===== src/cwc_pkg.sv =====
`timescale 1ns / 1ps
// ----------------------------------------------------------------------------
// Collision warning classifier package
// Payload types, register indexes, level codes and fixed-point constants.
// ----------------------------------------------------------------------------
package cwc_pkg;

    localparam int DIST_W    = 10;
    localparam int SPEED_W   = 12;
    localparam int TTC_W     = 15;
    localparam int TTC_FRAC  = 8;
    localparam int CFG_IDX_W = 4;
    localparam int CFG_DAT_W = 16;

    // Dividend is front * 36 * 2^TTC_FRAC, divisor is speed * 100.
    localparam int NUM_W  = 24;
    localparam int DEN_W  = 19;
    localparam int Q_BITS = 15;
    localparam int DSH_W  = DEN_W + Q_BITS - 1;
    localparam int CNT_W  = 4;

    localparam logic [NUM_W-1:0]   TTC_SCALE = NUM_W'(36);
    localparam logic [DEN_W-1:0]   SPEED_SCALE = DEN_W'(100);
    localparam logic [SPEED_W-1:0] MIN_SPEED = SPEED_W'(4);
    localparam logic [TTC_W-1:0]   TTC_SAT = TTC_W'(99 << TTC_FRAC);
    localparam logic [3:0]         RUN_MAX = 4'd15;

    localparam logic [1:0] LVL_SAFE     = 2'd0;
    localparam logic [1:0] LVL_WARNING  = 2'd1;
    localparam logic [1:0] LVL_CRITICAL = 2'd2;

    localparam logic [CFG_IDX_W-1:0] REG_CRITICAL_DISTANCE = 4'd0;
    localparam logic [CFG_IDX_W-1:0] REG_WARNING_DISTANCE  = 4'd1;
    localparam logic [CFG_IDX_W-1:0] REG_CRITICAL_TTC      = 4'd2;
    localparam logic [CFG_IDX_W-1:0] REG_WARNING_TTC       = 4'd3;
    localparam logic [CFG_IDX_W-1:0] REG_CLEAR_SAMPLES     = 4'd4;
    localparam logic [CFG_IDX_W-1:0] REG_BLIND_SPEED       = 4'd5;
    localparam logic [CFG_IDX_W-1:0] REG_BLIND_DISTANCE    = 4'd6;
    localparam logic [CFG_IDX_W-1:0] REG_PARKING_SPEED     = 4'd7;

    typedef struct packed {
        logic [DIST_W-1:0]  front_distance;
        logic [DIST_W-1:0]  left_distance;
        logic [DIST_W-1:0]  right_distance;
        logic [SPEED_W-1:0] vehicle_speed;
    } t_cwc_in;

    typedef struct packed {
        logic [1:0]       threat_level;
        logic             fault_flag;
        logic [TTC_W-1:0] time_to_collision;
        logic             blind_left_flag;
        logic             blind_right_flag;
        logic             parking_flag;
    } t_cwc_out;

    typedef enum logic [2:0] {
        ST_IDLE = 3'b001,
        ST_DIV  = 3'b010,
        ST_DONE = 3'b100
    } t_cwc_state;

endpackage


===== src/collision_warning_classifier_unit.sv =====
`timescale 1ns / 1ps
// ----------------------------------------------------------------------------
// Collision warning classifier
// Time-to-collision divider, level classification and side/parking flags.
// ----------------------------------------------------------------------------
// Each request occupies the block until its result is loaded: the accepting
// edge loads the divider, a restoring divider then yields the 15 quotient
// bits, one quotient bit per cycle, and a final state classifies and loads
// the output register. The block returns to idle as the result becomes
// valid, so the next request can be taken while that result is presented,
// but not before the last one is through. The input is not ready while a
// request is in progress or while a finished result cannot yet be placed in
// the output register. Configuration writes are always taken and should
// only be issued while the block is idle.
module collision_warning_classifier_unit (
    input  logic                          i_clk,
    input  logic                          i_rst_n,
    input  logic                          i_in_valid,
    output logic                          o_in_ready,
    input  cwc_pkg::t_cwc_in              i_in,
    output logic                          o_out_valid,
    input  logic                          i_out_ready,
    output cwc_pkg::t_cwc_out             o_out,
    input  logic                          i_cfg_valid,
    output logic                          o_cfg_ready,
    input  logic [cwc_pkg::CFG_IDX_W-1:0] i_cfg_index,
    input  logic [cwc_pkg::CFG_DAT_W-1:0] i_cfg_data
);
    import cwc_pkg::*;

    // Control state
    t_cwc_state       r_state, n_state;
    logic [CNT_W-1:0] r_cnt, n_cnt;
    logic [1:0]       r_level, n_level;
    logic             r_fault, n_fault;
    logic [3:0]       r_run, n_run;
    logic             r_out_valid, n_out_valid;

    // Configuration
    logic [DIST_W-1:0]  r_crit_dist, r_warn_dist, r_blind_dist;
    logic [TTC_W-1:0]   r_crit_ttc, r_warn_ttc;
    logic [3:0]         r_clear_samples;
    logic [SPEED_W-1:0] r_blind_speed, r_park_speed;

    // Datapath
    t_cwc_in           r_item;
    logic [NUM_W-1:0]  r_rem, n_rem;
    logic [DSH_W-1:0]  r_den_sh, n_den_sh;
    logic [Q_BITS-1:0] r_quo, n_quo;
    t_cwc_out          r_out, n_out;

    logic              in_fire, div_ge, load_out, blind_on;
    logic [TTC_W-1:0]  ttc;
    logic [3:0]        run_inc;
    logic [DEN_W-1:0]  den;

    assign in_fire     = i_in_valid && o_in_ready;
    assign o_in_ready  = (r_state == ST_IDLE);
    assign o_out_valid = r_out_valid;
    assign o_out       = r_out;
    assign o_cfg_ready = 1'b1;

    assign den    = DEN_W'(i_in.vehicle_speed) * SPEED_SCALE;
    assign div_ge = {{(DSH_W-NUM_W){1'b0}}, r_rem} >= r_den_sh;
    assign load_out = (r_state == ST_DONE) && (!r_out_valid || i_out_ready);

    always_comb begin
        if (r_item.vehicle_speed < MIN_SPEED) begin
            ttc = TTC_SAT;
        end else if (TTC_W'(r_quo) > TTC_SAT) begin
            ttc = TTC_SAT;
        end else begin
            ttc = TTC_W'(r_quo);
        end
    end

    assign blind_on = r_item.vehicle_speed > r_blind_speed;
    assign run_inc  = (r_run < RUN_MAX) ? r_run + 4'd1 : r_run;

    always_comb begin
        n_state     = r_state;
        n_cnt       = r_cnt;
        n_level     = r_level;
        n_fault     = r_fault;
        n_run       = r_run;
        n_out_valid = r_out_valid && !i_out_ready;
        n_rem       = r_rem;
        n_den_sh    = r_den_sh;
        n_quo       = r_quo;
        n_out       = r_out;

        unique case (r_state)
            ST_IDLE: begin
                if (in_fire) begin
                    n_rem    = (NUM_W'(i_in.front_distance) * TTC_SCALE) << TTC_FRAC;
                    n_den_sh = DSH_W'(den) << (Q_BITS - 1);
                    n_quo    = '0;
                    n_cnt    = CNT_W'(Q_BITS - 1);
                    n_state  = ST_DIV;
                end
            end
            ST_DIV: begin
                // The quotient always fits in Q_BITS because the speed is
                // at least MIN_SPEED whenever the quotient is used.
                if (div_ge) begin
                    n_rem = r_rem - r_den_sh[NUM_W-1:0];
                end
                n_quo    = {r_quo[Q_BITS-2:0], div_ge};
                n_den_sh = r_den_sh >> 1;
                n_cnt    = r_cnt - CNT_W'(1);
                if (r_cnt == '0) begin
                    n_state = ST_DONE;
                end
            end
            ST_DONE: begin
                if (load_out) begin
                    priority if (r_item.front_distance < r_crit_dist ||
                                 ttc < r_crit_ttc) begin
                        n_level = LVL_CRITICAL;
                        n_fault = 1'b1;
                    end else if (r_item.front_distance < r_warn_dist ||
                                 ttc < r_warn_ttc) begin
                        n_level = LVL_WARNING;
                        n_run   = '0;
                    end else if (run_inc >= r_clear_samples) begin
                        n_level = LVL_SAFE;
                        n_fault = 1'b0;
                        n_run   = '0;
                    end else begin
                        n_run = run_inc;
                    end
                    n_out.threat_level      = n_level;
                    n_out.fault_flag        = n_fault;
                    n_out.time_to_collision = ttc;
                    n_out.blind_left_flag   = blind_on &&
                                              (r_item.left_distance < r_blind_dist);
                    n_out.blind_right_flag  = blind_on &&
                                              (r_item.right_distance < r_blind_dist);
                    n_out.parking_flag      = r_item.vehicle_speed < r_park_speed;
                    n_out_valid = 1'b1;
                    n_state     = ST_IDLE;
                end
            end
            default: begin
                n_state = ST_IDLE;
            end
        endcase
    end

    always_ff @(posedge i_clk) begin
        if (!i_rst_n) begin
            r_state         <= ST_IDLE;
            r_cnt           <= '0;
            r_level         <= LVL_SAFE;
            r_fault         <= 1'b0;
            r_run           <= '0;
            r_out_valid     <= 1'b0;
            r_crit_dist     <= DIST_W'(20);
            r_warn_dist     <= DIST_W'(50);
            r_crit_ttc      <= TTC_W'(384);
            r_warn_ttc      <= TTC_W'(768);
            r_clear_samples <= 4'd3;
            r_blind_speed   <= SPEED_W'(200);
            r_blind_dist    <= DIST_W'(30);
            r_park_speed    <= SPEED_W'(100);
        end else begin
            r_state     <= n_state;
            r_cnt       <= n_cnt;
            r_level     <= n_level;
            r_fault     <= n_fault;
            r_run       <= n_run;
            r_out_valid <= n_out_valid;
            if (i_cfg_valid) begin
                // Indexes beyond the register list are ignored.
                if (i_cfg_index == REG_CRITICAL_DISTANCE) begin
                    r_crit_dist <= i_cfg_data[DIST_W-1:0];
                end
                if (i_cfg_index == REG_WARNING_DISTANCE) begin
                    r_warn_dist <= i_cfg_data[DIST_W-1:0];
                end
                if (i_cfg_index == REG_CRITICAL_TTC) begin
                    r_crit_ttc <= i_cfg_data[TTC_W-1:0];
                end
                if (i_cfg_index == REG_WARNING_TTC) begin
                    r_warn_ttc <= i_cfg_data[TTC_W-1:0];
                end
                if (i_cfg_index == REG_CLEAR_SAMPLES) begin
                    r_clear_samples <= i_cfg_data[3:0];
                end
                if (i_cfg_index == REG_BLIND_SPEED) begin
                    r_blind_speed <= i_cfg_data[SPEED_W-1:0];
                end
                if (i_cfg_index == REG_BLIND_DISTANCE) begin
                    r_blind_dist <= i_cfg_data[DIST_W-1:0];
                end
                if (i_cfg_index == REG_PARKING_SPEED) begin
                    r_park_speed <= i_cfg_data[SPEED_W-1:0];
                end
            end
        end
    end

    always_ff @(posedge i_clk) begin
        if (in_fire) begin
            r_item <= i_in;
        end
        r_rem    <= n_rem;
        r_den_sh <= n_den_sh;
        r_quo    <= n_quo;
        r_out    <= n_out;
    end

    a_accept_starts_div: assert property (@(posedge i_clk) disable iff (!i_rst_n)
        in_fire |=> (r_state == ST_DIV))
        else $error("accepted request did not start the divider");

    a_fault_not_safe: assert property (@(posedge i_clk) disable iff (!i_rst_n)
        r_fault |-> (r_level != LVL_SAFE))
        else $error("fault flag set while level is safe");

    a_level_code: assert property (@(posedge i_clk) disable iff (!i_rst_n)
        (r_level == LVL_SAFE) || (r_level == LVL_WARNING) || (r_level == LVL_CRITICAL))
        else $error("level register holds an unused code");

    a_result_from_done: assert property (@(posedge i_clk) disable iff (!i_rst_n)
        $rose(r_out_valid) |-> $past(r_state == ST_DONE))
        else $error("result appeared without a finished request");

endmodule

===== config.mk =====
export PLATFORM = sky130hd
export DESIGN_NAME = collision_warning_classifier_unit
export DESIGN_NICKNAME = d
export VERILOG_FILES = /design/src/cwc_pkg.sv /design/src/collision_warning_classifier_unit.sv
export SDC_FILE = /design/constraint.sdc
export NUM_CORES = 1
export LEC_CHECK = 0
export BUFFER_PORTS_ARGS = -buffer_cell sky130_fd_sc_hd__buf_2
export CORE_UTILIZATION = 65
export CTS_CLUSTER_DIAMETER = 100
export DETAILED_ROUTE_END_ITERATION = 10
export MAX_ROUTING_LAYER = met4
export PLACE_DENSITY = 0.85
export SYNTH_ARGS = -nofsm -noshare
export SYNTH_HDL_FRONTEND = slang
export SYNTH_SLANG_ARGS = --single-unit

===== constraint.sdc =====
create_clock -name i_clk -period 8.6 [get_ports i_clk]
set_input_delay 2.15 -clock i_clk [delete_from_list [all_inputs] [get_ports i_clk]]
set_output_delay 2.15 -clock i_clk [all_outputs]
set_load 0.03 [all_outputs]

==> results.yml, run 1 <==
pwr:
  ir_drop_mv: 0.1810
  leakagePower_nw: 6.642
  power_mw: 3.554
  power_density_mw_per_mm2: 233.1
cells_and_area:
  layout_common_cells: "ha_1, inv_1, nand2_1"
  final_common_cell: "ha_1"
  drive_above_1_share_pct: 10.03
  layoutNonFillerInstCount: 1745
  diodes: 0
  syn_to_final_growth_pct: 10.82
  finalNetCount: 1703
  ff_latch_area_mm2: 0.006116
  multi_input_area_mm2: 0.006909
  fill_cells: 1391
synthesis:
  syn_area_mm2: 0.01376
  ys_ff_latch: 238
  synth_area_leaders: "edfxtp_1, ha_1, dfxtp_1, inv_1, nand2_1"
  synth_top_area_share_pct: 29.47
  synth_edf_count: 135
  yosys_warnings: 0
  ys_async_sr_fraction_pct: 0
  synth_area_leader_cell: "edfxtp_1"
  synth_compound_area_share_pct: 13.29
  yosysUniqueCellTypes: 65
  yosysSeqAreaShare_pct: 44.45
  synth_top_family_by_area: "adder cells"
  syn_area_per_cell_um2: 9.977
  synth_xor_area_share_pct: 2.546
  synthMuxAreaShare_pct: 3.138
  syn_inst: 1379
  synthFlopType: "edfxtp_1"
  synth_simple_gate_area_share_pct: 14.20
  synth_adder_area_share_pct: 16.95
  synth_nets: 1627
route:
  wl_per_cell_um: 16.59
  met1_length_mm: 12.41
  postRouteAntennaNets: 0
  met3_length_mm: 1.466
  drt_iter0_drc: 674
  dr.max_layer_used: "met4"
  viasPerCell: 5.819
  drc: 0
  vias: 10150
  firstDrtPassIters: 5
  dr_wl_met2_mm: 14.13
  routed_wl_mm: 28.96
worst_setup_path:
  worstPathArrival_ns: 5.04
  crit_type: "in -> reg"
  timing.rr.start: "r_quo[0]"
  crit_top_cell: "ha_1"
  start_kind: "primary input"
  worst_path_largest_cell_delay_ns: 0.49
  critPathMaxFanout: 4
  required_ns: 8.88
  critPathSlowestCell: "fa_1"
  reg2reg_depth: 15
  worstSetupEndpointType: "register"
  r2r-end: "o_out[18]"
  cp-startpoint: "i_in[2]"
  crit_chain: "buf_2 -> ha_1 -> ha_1 -> inv_1 -> fa_1 -> inv_1 -> ha_1 -> a21oi_1 -> nor2b_1 -> nor4_1 -> o31ai_1 -> o211ai_1 -> xor2_1 -> o21ai_1"
  r2r_slack_ns: 4.51
worst_hold_path:
  holdPathEnd: "r_level[0]"
  hold_depth: 2
  hp-class: "reg -> reg"
  holdCritStartpoint: "r_level[0]"
global_route:
  overflow: 0
  antenna_found_initial: 0
  grtUsageTotal_pct: 28.27
  grt_pass1_wl_mm: 48.14
  grt_pass1_vias: 10070
  grt_max_degree: 111
cts:
  cts.sinks: 238
  htree_levels: 1
  cts-root-to-sink-buffers: 3
  cts_tree: "done"
  root_buffer: "clkbuf_16"
  clock_latency_ns: 0.53
  ctsHoldBuffers: 0
  cts_buffers: 26
  cts_resized: 0
  clk_pin_slew_ns: 0.06
  post_cts_buffers: 0
place:
  placed_cells: 1697
  globalplace.congestion: 0.9170
  portBuffers: 88
  place.detailed.hpwl_mm: 20.54
sta:
  finalCriticalPeriod_ns: 4.757
  whs_ns: 0.4572
  drv_slew: 0
  hold_violations: 0
  max_freq_ghz: 0.2102
  fin_setup_tns_ns: 0
  timing.slew.headroom_pct: 19.79
  tightest_slew_ns: 1.199
  setup_viol: 0
  final.period_utilization_pct: 55.32
  rsz0062_at_grt: "no"
  skew_ns: 0.01660
floorplanning:
  initial_utilization_pct: 67.13
  core_mm2: 0.02049
  ios: 91
  die-area_mm2: 0.02175
  die_h_um: 147.5
  rows: 52
  die_w_um: 147.5
status:
  status: "finished, final reports clean"
job:
  maxCapViolCount: 0
## worst max-delay path: cells and delay by family
kind                       cells  cell delay (ns)
buffers and inverters          3             0.22
and+or+nand+nor                2             0.39
AOI/OAI and AO/OA              4             0.70
adders and majority gates      4             1.40
xor gates and xnor gates       1             0.17
## synth_stat cells, types with 6 or more instances
cell type	count
a211oi_1	12
a21boi_0	33
a21o_1	37
a21oi_1	66
and2_1	7
and3_1	29
clkbuf_1	42
dfxtp_1	103
edfxtp_1	135
fa_1	9
ha_1	172
inv_1	151
mux2i_1	42
nand2_1	148
nand2b_1	19
nand3_1	15
nand3b_1	6
nand4_1	15
nor2_1	78
nor2b_1	41
nor3_1	8
nor4_1	9
o211ai_1	22
o21a_1	6
o21ai_0	33
o21ai_1	24
o21bai_1	7
o22ai_1	6
or3_1	6
xnor2_1	21
xor2_1	19
## how the worst max path moves through the flow
| stage | end | slack [ns] | cells after the start |
|---|---|---|---|
| floorplan | r_den_sh[31] | 3.71 | 13 |
| global placement | r_den_sh[31] | 3.35 | 14 |
| detailed placement | r_den_sh[31] | 3.29 | 14 |
| CTS | r_den_sh[31] | 3.83 | 14 |
| global route | r_den_sh[31] | 3.65 | 14 |
| finish | r_den_sh[31] | 3.84 | 14 |
## cell families after synthesis
group	after synthesis
compound gates	280
xor+xnor	40
fa+ha+maj	181
buf+inv	197
flops	238
mux	43
other cells	1
simple gates	399
## layer usage
layer,track usage [%],up-vias
met5,-,-
met4,10.41,0
met3,3.241,75
met2,48.00,289
met1,34.79,4793
li1,-,4997
## power by group
part           switching [mW]  internal, mW  total (mW)
registers              0.0714          1.39        1.47
clock network           0.445         0.627        1.07
logic                   0.605         0.412        1.02
total                    1.12          2.43        3.55
## state kept, by name (all words and copies together) (netlist names), 4 cells and up
signal / cells
r_item: 42
r_den_sh: 33
r_rem: 24
o_out: 21
r_crit_ttc: 15
r_quo: 15
r_warn_ttc: 15
r_blind_speed: 12
r_park_speed: 12
r_blind_dist: 10
r_crit_dist: 10
r_warn_dist: 10
r_clear_samples: 4
r_cnt: 4
r_run: 4
## area by class of cell
type                       count  area share [%]
clock inverter                10          0.3529
sequential                   238           40.11
clock buffer                  38           5.104
multi-input combinational    944           45.31
timing repair buffer          94           3.184
tap                          270           2.216
inverter                     151           3.717
## through the flow
step / util, % / setup slack (ns) / cell area [um^2]
6_report: 74.40 / 3.843 / 15250
3_3_place_gp: 70.34 / 3.355 / 14420
3_5_place_dp: 70.34 / 3.291 / 14420
2_1_floorplan: - / 3.707 / 13760
5_1_grt: 74.40 / 3.647 / 15250
4_1_cts: 74.40 / 3.832 / 15250
(Power assumes the default switching activity.)
==> inputs of run 2 (changes only) <==
--- a/config.mk
+++ b/config.mk
@@ -6,11 +6,11 @@
 export NUM_CORES = 1
 export LEC_CHECK = 0
 export BUFFER_PORTS_ARGS = -buffer_cell sky130_fd_sc_hd__buf_2
-export CORE_UTILIZATION = 65
+export CORE_UTILIZATION = 62
 export CTS_CLUSTER_DIAMETER = 100
 export DETAILED_ROUTE_END_ITERATION = 10
 export MAX_ROUTING_LAYER = met4
-export PLACE_DENSITY = 0.85
+export PLACE_DENSITY = 0.81
 export SYNTH_ARGS = -nofsm -noshare
 export SYNTH_HDL_FRONTEND = slang
 export SYNTH_SLANG_ARGS = --single-unit
==> constraint.sdc (replaced) <==
create_clock -name i_clk -period 4.83 [get_ports i_clk]
set_input_delay 1.2075 -clock i_clk [delete_from_list [all_inputs] [get_ports i_clk]]
set_output_delay 1.2075 -clock i_clk [all_outputs]
set_load 0.03 [all_outputs]
==> run 2 against run 1 <==
  * Sequential power increased by 78%
  * Cell count increased by 0.80%
  * Combinational power increased by 79%
  * Non-clock buffer count increased by 4
  * Clock skew decreased by 0.0072 ns
  * Sequential share of layout area decreased by 0.34 points
  * Critical path depth increased by 1
  * Die area increased by 4.8%
  * Count of clock-buffer cells in the layout unchanged
  * Critical path type is now reg -> reg
  * Largest power group unchanged
==> results.yml, run 2 (synthesized netlist as in run 1, its figures left out) <==
floorplanning:
  core_mm2: 0.02182
  die_w_um: 151.0
  initial_utilization_pct: 63.04
  die_h_um: 151.0
  rows: 54
  ios: 91
  die-area_mm2: 0.02279
worst_setup_path:
  worstPathArrival_ns: 4.17
  start_kind: "register"
  required_ns: 5.09
  critPathMaxFanout: 5
  crit_type: "reg -> reg"
  worstSetupEndpointType: "register"
  reg2reg_depth: 15
cts:
  clock_latency_ns: 0.53
  ctsHoldBuffers: 0
  clk_pin_slew_ns: 0.06
  cts.sinks: 238
  htree_levels: 1
  cts-root-to-sink-buffers: 3
  cts_tree: "done"
  post_cts_buffers: 0
  cts_buffers: 26
  cts_resized: 0
  root_buffer: "clkbuf_16"
sta:
  final.period_utilization_pct: 81.00
  rsz0062_at_grt: "no"
  hold_violations: 0
  setup_viol: 0
  skew_ns: 0.009408
  finalCriticalPeriod_ns: 3.913
  max_freq_ghz: 0.2556
  drv_slew: 0
  fin_setup_tns_ns: 0
  whs_ns: 0.4582
  tightest_slew_ns: 1.141
  timing.slew.headroom_pct: 23.58
global_route:
  antenna_found_initial: 1
  grt_pass1_wl_mm: 47.97
  overflow: 0
  grt_pass1_vias: 9980
  grtUsageTotal_pct: 27.41
  grt_max_degree: 63
route:
  vias: 10130
  viasPerCell: 5.756
  drc: 0
  routed_wl_mm: 29.39
  wl_per_cell_um: 16.71
  postRouteAntennaNets: 0
  firstDrtPassIters: 5
  drt_iter0_drc: 633
cells_and_area:
  final_util_pct: 70.46
  layout_common_cells: "ha_1, inv_1, nand2_1"
  drive_above_1_share_pct: 10.22
  syn_to_final_growth_pct: 11.76
  finalNetCount: 1707
  final_common_cell: "ha_1"
  layoutNonFillerInstCount: 1759
  largest_register_ffs: 42
  regMostFlops: "r_item"
  top_regs: "r_item (42), r_den_sh (33), r_rem (24)"
job:
  maxCapViolCount: 0
place:
  placed_cells: 1711
  globalplace.congestion: 0.9443
  place.detailed.hpwl_mm: 21.10
  portBuffers: 88
pwr:
  ir_drop_mv: 0.3183
  power_mw: 6.549
  leakagePower_nw: 6.688
  power_density_mw_per_mm2: 425.9
worst_hold_path:
  hold_depth: 2
  hp-class: "reg -> reg"
status:
  status: "finished, final reports clean"
-- run 2: cell types whose count changed in the layout (fill, tap and decap cells not counted), sizes merged --
cell,previous run,this run
diode,0,1
inv,152,151
buf,94,98
bufinv,0,4
clkinv,9,5
-- run 2: cell type report --
type | instances | area, um^2
sequential | 238 | 6116
fill | 1638 | 6447
multi-input combinational | 944 | 6909
inverter | 151 | 566.8
antenna | 1 | 2.502
clock inverter | 9 | 147.6
tap | 280 | 350.3
timing repair buffer | 98 | 515.5
clock buffer | 38 | 768.2
-- run 2: routing by layer --
layer	part of all wire (%)	GRT usage [%]	wire length (um)
met3	5.7	3.102	1683
met4	2.7	9.850	795
met2	48	46.15	14200
met5	0	-	0
met1	43	34.11	12710
-- run 2: report_power, final --
group	switching [mW]	internal (mW)
combinational	1.09	0.740
sequential	0.129	2.48
clock	0.798	1.31
total	2.02	4.53
-- run 2: worst max-delay path, stage by stage (launching register included) --
cell      delay, ns
edfxtp_1       0.48
nor4_1         0.36
a21oi_1        0.14
o41ai_1        0.34
buf_4          0.20
and2_1         0.15
nand2b_1       0.17
ha_1           0.35
nand4_1        0.12
nor3_1         0.37
and4_1         0.24
nand3_1        0.07
nand3_1        0.15
nor2b_1        0.21
nor2b_1        0.21
o21ai_1        0.08
-- run 2: final timing paths --
path                                    to  startpoint  slack, ns
worst max-delay path             o_out[18]    r_quo[0]       0.92
worst max register to register   o_out[18]    r_quo[0]       0.92
worst min-delay path            r_level[0]  r_level[0]       0.46
worst min register to register  r_level[0]  r_level[0]       0.46
-- run 2: metrics by stage --
stage          setup slack, ns  area, um^2
2_1_floorplan           0.8791       13760
3_3_place_gp            0.5503       14460
3_5_place_dp            0.4656       14460
4_1_cts                 0.9560       15370
5_1_grt                 0.6009       15380
6_report                0.9175       15380
